## src/hdl/cra_pkg.sv

```systemverilog
package cra_pkg;

  localparam int WORD_BITS  = 64;
  localparam int MASK_BITS  = 8;
  localparam int WORD_BYTES = 8;

  // lanes actually present in the row word
  localparam logic [MASK_BITS-1:0] LANE_MASK =
    MASK_BITS'((16'd1 << WORD_BYTES) - 16'd1);

  typedef enum logic [2:0] {
    OP_AND  = 3'd0,
    OP_OR   = 3'd1,
    OP_XOR  = 3'd2,
    OP_COPY = 3'd3,
    OP_NOTC = 3'd4
  } opcode_t;

  // control from the top level to the fold unit
  typedef struct packed {
    logic step;   // input stage word moves on this cycle
    logic last;   // word closes its run
  } fold_ctl_t;

  // byte mask to a bit mask over the whole word
  function automatic logic [WORD_BITS-1:0] expand_mask(input logic [MASK_BITS-1:0] m);
    logic [WORD_BITS-1:0] w;
    w = '0;
    for (int i = 0; i < MASK_BITS; i++) begin
      w[8*i +: 8] = {8{m[i]}};
    end
    return w;
  endfunction

  function automatic logic is_fold(input opcode_t op);
    return (op == OP_AND) || (op == OP_OR) || (op == OP_XOR);
  endfunction

endpackage

```

## src/hdl/cra_fold_unit.sv

```systemverilog
module cra_fold_unit (
  input  logic                          clk,
  input  logic                          rst,
  input  cra_pkg::fold_ctl_t            ctl,
  input  cra_pkg::opcode_t              op,
  input  logic [cra_pkg::WORD_BITS-1:0] word,
  output logic [cra_pkg::WORD_BITS-1:0] fold_word
);
  import cra_pkg::*;

  logic [WORD_BITS-1:0] acc;
  logic                 run;
  logic [WORD_BITS-1:0] base;

  // a new run starts from the identity of its first opcode
  always_comb begin
    if (run) begin
      base = acc;
    end else if (op == OP_AND) begin
      base = '1;
    end else begin
      base = '0;
    end
    case (op)
      OP_AND:  fold_word = base & word;
      OP_OR:   fold_word = base | word;
      OP_XOR:  fold_word = base ^ word;
      default: fold_word = base;
    endcase
  end

  // accumulator advances with each fold word that leaves the input stage
  always_ff @(posedge clk) begin
    if (rst) begin
      acc <= '0;
      run <= 1'b0;
    end else if (ctl.step && is_fold(op)) begin
      if (ctl.last) begin
        acc <= '0;
        run <= 1'b0;
      end else begin
        acc <= fold_word;
        run <= 1'b1;
      end
    end
  end

endmodule

```

## src/hdl/cra_byte_ops.sv

```systemverilog
module cra_byte_ops (
  input  cra_pkg::opcode_t              op,
  input  logic [cra_pkg::WORD_BITS-1:0] word,
  input  logic [cra_pkg::WORD_BITS-1:0] wmask,
  input  logic [7:0]                    rotate_amount,
  input  logic                          always_invert,
  input  logic                          invert_if_zero,
  output logic [cra_pkg::WORD_BITS-1:0] byte_word
);
  import cra_pkg::*;

  logic [WORD_BITS-1:0]   src;
  logic [5:0]             amt;
  logic [2*WORD_BITS-1:0] dbl;
  logic [WORD_BITS-1:0]   rot_word;
  logic [WORD_BITS-1:0]   inv_word;

  // copy: masked source, left rotate only for 1..63
  assign src      = word & wmask;
  assign amt      = (rotate_amount[7:6] == 2'b00) ? rotate_amount[5:0] : 6'd0;
  assign dbl      = {src, src} << amt;
  assign rot_word = dbl[2*WORD_BITS-1:WORD_BITS];

  // conditional invert, per byte
  always_comb begin
    if (always_invert) begin
      inv_word = ~word;
    end else begin
      for (int i = 0; i < WORD_BITS / 8; i++) begin
        inv_word[8*i +: 8] = {8{(word[8*i +: 8] == 8'h00) == invert_if_zero}};
      end
    end
  end

  always_comb begin
    case (op)
      OP_COPY: byte_word = rot_word;
      default: byte_word = inv_word;
    endcase
  end

endmodule

```

## src/hdl/cim_row_bitwise_alu_unit.sv

```systemverilog
// Channel  | Dir | tdata (lowest bit up)                               | tuser  | tlast
// s_axis   | in  | operand_word, write_mask, rotate_amount,            | opcode | last_row
//          |     | always_invert, invert_if_zero, 6 zero bits          |        |
// m_axis   | out | result_word, byte_write_enable                      | -      | -
//
// One word per cycle while m_axis is not stalled: an input register, one pass
// of byte logic and the fold accumulator, then the result register.
// The fold accumulator is updated when a fold word leaves the input register,
// so back-to-back fold words chain with no bubble.
// rst clears the valid flags, the accumulator and the run flag.
// A stalled m_axis holds its word; words that give no result still drain.
module cim_row_bitwise_alu_unit (
  input  logic        clk,
  input  logic        rst,
  input  logic        s_axis_tvalid,
  output logic        s_axis_tready,
  // operand_word[63:0], write_mask[71:64], rotate_amount[79:72],
  // always_invert[80], invert_if_zero[81], zero[87:82]
  input  logic [87:0] s_axis_tdata,
  // opcode[2:0]
  input  logic [2:0]  s_axis_tuser,
  input  logic        s_axis_tlast,
  output logic        m_axis_tvalid,
  input  logic        m_axis_tready,
  // result_word[63:0], byte_write_enable[71:64]
  output logic [71:0] m_axis_tdata
);
  import cra_pkg::*;

  // input register
  logic                 s1_valid;
  opcode_t              s1_op;
  logic [WORD_BITS-1:0] s1_word;
  logic [MASK_BITS-1:0] s1_mask;
  logic [7:0]           s1_rot;
  logic                 s1_always;
  logic                 s1_ifz;
  logic                 s1_last;

  // result register
  logic                 out_valid;
  logic [WORD_BITS-1:0] out_word;
  logic [MASK_BITS-1:0] out_mask;

  logic                 s_take;
  logic                 s1_go;
  logic                 produce;
  logic                 out_free;
  logic [WORD_BITS-1:0] wmask;
  logic [WORD_BITS-1:0] fold_word;
  logic [WORD_BITS-1:0] byte_word;
  logic [WORD_BITS-1:0] result_next;
  fold_ctl_t            fold_ctl;

  assign wmask = expand_mask(s1_mask);

  // which words give a result
  always_comb begin
    unique case (s1_op) inside
      OP_AND, OP_OR, OP_XOR: produce = s1_last;
      OP_COPY, OP_NOTC:      produce = 1'b1;
      default:               produce = 1'b0;
    endcase
  end

  // handshake between the two registers
  assign out_free      = !out_valid || m_axis_tready;
  assign s1_go         = s1_valid && (!produce || out_free);
  assign s_axis_tready = !s1_valid || s1_go;
  assign s_take        = s_axis_tvalid && s_axis_tready;

  always_ff @(posedge clk) begin
    if (rst) begin
      s1_valid <= 1'b0;
    end else if (s_axis_tready) begin
      s1_valid <= s_axis_tvalid;
    end
  end

  always_ff @(posedge clk) begin
    if (s_take) begin
      s1_op     <= opcode_t'(s_axis_tuser);
      s1_word   <= s_axis_tdata[63:0];
      s1_mask   <= s_axis_tdata[71:64] & LANE_MASK;
      s1_rot    <= s_axis_tdata[79:72];
      s1_always <= s_axis_tdata[80];
      s1_ifz    <= s_axis_tdata[81];
      s1_last   <= s_axis_tlast;
    end
  end

  assign fold_ctl.step = s1_go;
  assign fold_ctl.last = s1_last;

  cra_fold_unit u_fold (
    .clk       (clk),
    .rst       (rst),
    .ctl       (fold_ctl),
    .op        (s1_op),
    .word      (s1_word),
    .fold_word (fold_word)
  );

  cra_byte_ops u_bytes (
    .op             (s1_op),
    .word           (s1_word),
    .wmask          (wmask),
    .rotate_amount  (s1_rot),
    .always_invert  (s1_always),
    .invert_if_zero (s1_ifz),
    .byte_word      (byte_word)
  );

  assign result_next = (is_fold(s1_op) ? fold_word : byte_word) & wmask;

  // result register
  always_ff @(posedge clk) begin
    if (rst) begin
      out_valid <= 1'b0;
    end else if (s1_go && produce) begin
      out_valid <= 1'b1;
    end else if (m_axis_tready) begin
      out_valid <= 1'b0;
    end
  end

  always_ff @(posedge clk) begin
    if (s1_go && produce) begin
      out_word <= result_next;
      out_mask <= s1_mask;
    end
  end

  assign m_axis_tvalid = out_valid;
  assign m_axis_tdata  = {out_mask, out_word};

endmodule

```

## config.mk

```make
export PLATFORM = sky130hd
export DESIGN_NAME = cim_row_bitwise_alu_unit
export DESIGN_NICKNAME = d
export VERILOG_FILES = /design/src/hdl/cra_pkg.sv /design/src/hdl/cra_fold_unit.sv /design/src/hdl/cra_byte_ops.sv /design/src/hdl/cim_row_bitwise_alu_unit.sv
export SDC_FILE = /design/constraint.sdc
export NUM_CORES = 1
export LEC_CHECK = 0
export BUFFER_PORTS_ARGS = -buffer_cell sky130_fd_sc_hd__buf_2
export CAP_MARGIN = 5
export CORE_MARGIN = 2
export CORE_UTILIZATION = 40
export CTS_BUF_LIST = sky130_fd_sc_hd__clkbuf_16
export CTS_CLUSTER_DIAMETER = 100
export CTS_CLUSTER_SIZE = 40
export DETAILED_ROUTE_END_ITERATION = 8
export PLACE_DENSITY_LB_ADDON = 0.15
export SYNTH_ARGS = -nofsm -noshare
export SYNTH_HDL_FRONTEND = slang
export SYNTH_SLANG_ARGS = --single-unit
```

## constraint.sdc

```tcl
create_clock -name clk -period 4.8 [get_ports clk]
set_input_delay 0.48 -clock clk [delete_from_list [all_inputs] [get_ports clk]]
set_output_delay 0.48 -clock clk [all_outputs]
set_load 0.005 [all_outputs]
```

==> flow_summary_export.csv <==
group,metric,value,unit
timing,fin_crit_sh,88.2,%
global_routing,grt.total_usage,38.3,%
yosys,ys.flop_type,"edfxtp_1",
timing,rsz0062_at_grt,"no",
power,vdd_drop_max,0.000418,V
drt,drtPass1Iterations,5,
worst_hold_path,min_from,"s_axis_tdata[29]",
final_layout,final_common_cell,"nand2_1",
timing,tightest_slew,1180,ps
critical_path,crit_chain,"or3b_1 -> nand2_1 -> o221ai_1 -> o21bai_1 -> mux2i_1 -> mux2i_1 -> a221oi_1",
critical_path,timing.rr.end,"out_word[41]",
global_routing,grt_max_degree,66,
placed_design,gp_congestion,1.04,
floorplanning,die_y,220,um
outcome,status,"completed",
timing,hold_viol,0,
final_layout,final_area,0.0208,sq mm
floorplanning,die_area,0.0485,sq mm
timing,period_needed,4230,ps
global_routing,grt.overflow.total,0,
yosys,yosysTopAreaCell,"edfxtp_1",
drt,drt_iter0_markers,2497,
critical_path,r2r-start,"s1_rot[7]",
clock_network,cts_setup_buffers,0,
placed_design,preCtsSetupSlack,818,ps
flow_run,drv_cap,0,
placed_design,dp_hpwl,71500,um
placed_design,portBuffers,163,
timing,final.setup.tns,0,ps
floorplanning,die_w,220,um
final_layout,final_cell_mix,"182 x nand2_1, 168 x nor2_1, 163 x buf_2",
yosys,yosys.area.top_type_share,25.4,%
clock_network,clkLatencyLatePin,540,ps
clock_network,clk_pin_slew_worst_paths,130,ps
timing,max_slew_margin,21.4,%
critical_path,r2r_cells,7,
critical_path,crit_fanout,24,
final_layout,drive_gt1_share,19.1,%
clock_network,cts_sinks,225,
floorplanning,core.rowCount,79,
yosys,async_flop_share,0,%
final_layout,syn2layout_area_growth,11.4,%
yosys,seq_area_frac_synth,32.5,%
drt,routedWlPerCell,33.3,um
yosys,synth.area.top_cells,"edfxtp_1 25%, ha_1 8.6%, dfxtp_1 7.2%",
yosys,yosysWarningCount,0,
yosys,syn_inst,2099,
timing,holdWs,99.6,ps
drt,drt-vias-per-instance,6.70,
timing,finalSetupViolCount,0,
floorplanning,ios,170,
timing,fin_ws,567,ps
final_layout,final_nets,2421,
global_routing,antenna_found_initial,10,
critical_path,reg2reg_slack,570,ps
global_routing,grt_pass1_vias,17600,
critical_path,critPathArrivalTime,4500,ps
timing,clock.fmax,236,MHz
critical_path,path_class,"reg2reg",
power,p_per_area,252,mW/mm^2
drt,route.detailed.drc,0,
clock_network,cts-root-buf,"clkbuf_16",
power,leakage,8.46,nW
drt,drtAntennaViolNets,0,
critical_path,required,5070,ps
critical_path,crit_path_end_kind,"register",
clock_network,numCtsBuffers,12,
timing,final_max_slew_viol_count,0,
floorplanning,core-area,0.0464,sq mm
critical_path,crit_slowest_cell,"edfxtp_1",
clock_network,cts_tree,"done",
placed_design,dpl_cell_area,0.0203,sq mm
drt,via_count,18900,
clock_network,cts_resized,0,
yosys,synth_edf_count,158,
critical_path,slowest_delay,1160,ps
worst_hold_path,hold_path.class,"in2reg",
worst_hold_path,holdPathStages,1,
critical_path,cp-start-kind,"register",
worst_hold_path,hold-path-endpoint,"s1_word[29]",
critical_path,crit_top_cell,"mux2i_1",
drt,routed_wl,93600,um
final_layout,nFillCells,4592,
clock_network,hold_buffers,0,
yosys,ys_seq_elements,225,
yosys,syn_area,0.0187,sq mm
timing,skew,21.2,ps
yosys,synthDistinctLibCells,96,
clock_network,h-tree-depth,1,
clock_network,clockBufferDepth,3,
global_routing,grt_pass1_wl,132000,um
yosys,postSynthAreaPerCell,8.91,sq um
power,p_total,0.00524,W
floorplanning,initial_core_util,40.3,%
yosys,syn_nets,2323,
==> worst max-delay path by stage <==
stage / startpoint / end / depth (start not counted)
after global placement: s1_rot[7] / out_word[60] / 8
after floorplan: s1_op[2] / out_mask[0] / 6
after global routing: s1_rot[7] / out_word[61] / 8
after CTS: s1_rot[7] / out_word[52] / 8
final: s1_rot[7] / out_word[41] / 7
after detailed placement: s1_rot[7] / out_word[52] / 8
==> report_power, final <==
part           leakage (nW)  internal (W)  switching [W]  total (W)
Clock                 0.228      0.000607       0.000792    0.00140
Sequential             2.06       0.00218       0.000157    0.00233
Combinational          6.17      0.000513       0.000995    0.00151
Total                  8.46       0.00330        0.00194    0.00524
==> cells in the mapped netlist, types with 45 or more instances <==
| master | count |
|---|---|
| nand2_1 | 184 |
| nor2_1 | 172 |
| edfxtp_1 | 158 |
| inv_1 | 137 |
| ha_1 | 128 |
| mux2i_1 | 109 |
| a22oi_1 | 103 |
| a21oi_1 | 102 |
| clkbuf_1 | 92 |
| nand3_1 | 68 |
| o21a_1 | 68 |
| dfxtp_1 | 67 |
| o21ai_0 | 64 |
| buf_2 | 45 |
==> cells by family after synthesis <==
kind of cell | share of synthesized area, %
and+or+nand+nor | 15.5
adders and majority gates | 8.56
AOI/OAI and AO/OA | 26.6
xor gates and xnor gates | 0.187
DFF | 32.5
buffers and inverters | 7.18
muxes | 9.35
==> final cells by class <==
type	count	area [sq um]	share of cell area [%]
Antenna cell	2	5.00	0.0240
Clock buffer	13	325	1.56
Clock inverter	7	159	0.763
Inverter	138	518	2.49
Multi-Input combinational cell	1557	11400	54.5
Sequential cell	225	6090	29.2
Tap cell	607	759	3.65
Timing Repair Buffer	263	1630	7.82
==> metrics by stage <==
stage	instances	util [%]
detailed placement	2790	43.9
finish	2812	44.9
CTS	2810	44.9
floorplan	2099	-
global route	2810	44.9
global placement	2790	43.9
==> metal layers <==
layer / part of all wire, % / global-route usage [%] / vias to the layer above
met5: 0.065 / 0 / -
met4: 5.8 / 19.1 / 10
met3: 9.3 / 7.78 / 231
met2: 43 / 57.9 / 1092
met1: 42 / 52.0 / 9437
li1: - / - / 8082
==> sequential cells by signal, summed over array words and instances, names as in the netlist <==
register,cells
s1_valid,1
u_fold.run,1
s1_rot,8
out_word,64
s1_last,1
s1_word,64
out_mask,8
s1_ifz,1
s1_always,1
s1_op,3
s1_mask,8
u_fold.acc,64
m_axis_tvalid,1
==> critical path, delay by kind of cell (launching register included) <==
| kind | cells | cell delay (ps) |
|---|---|---|
| flops | 1 | 1160 |
| compound gates | 3 | 1480 |
| simple gates | 2 | 750 |
| mux | 2 | 550 |
Power figures use the tool's default switching activity.
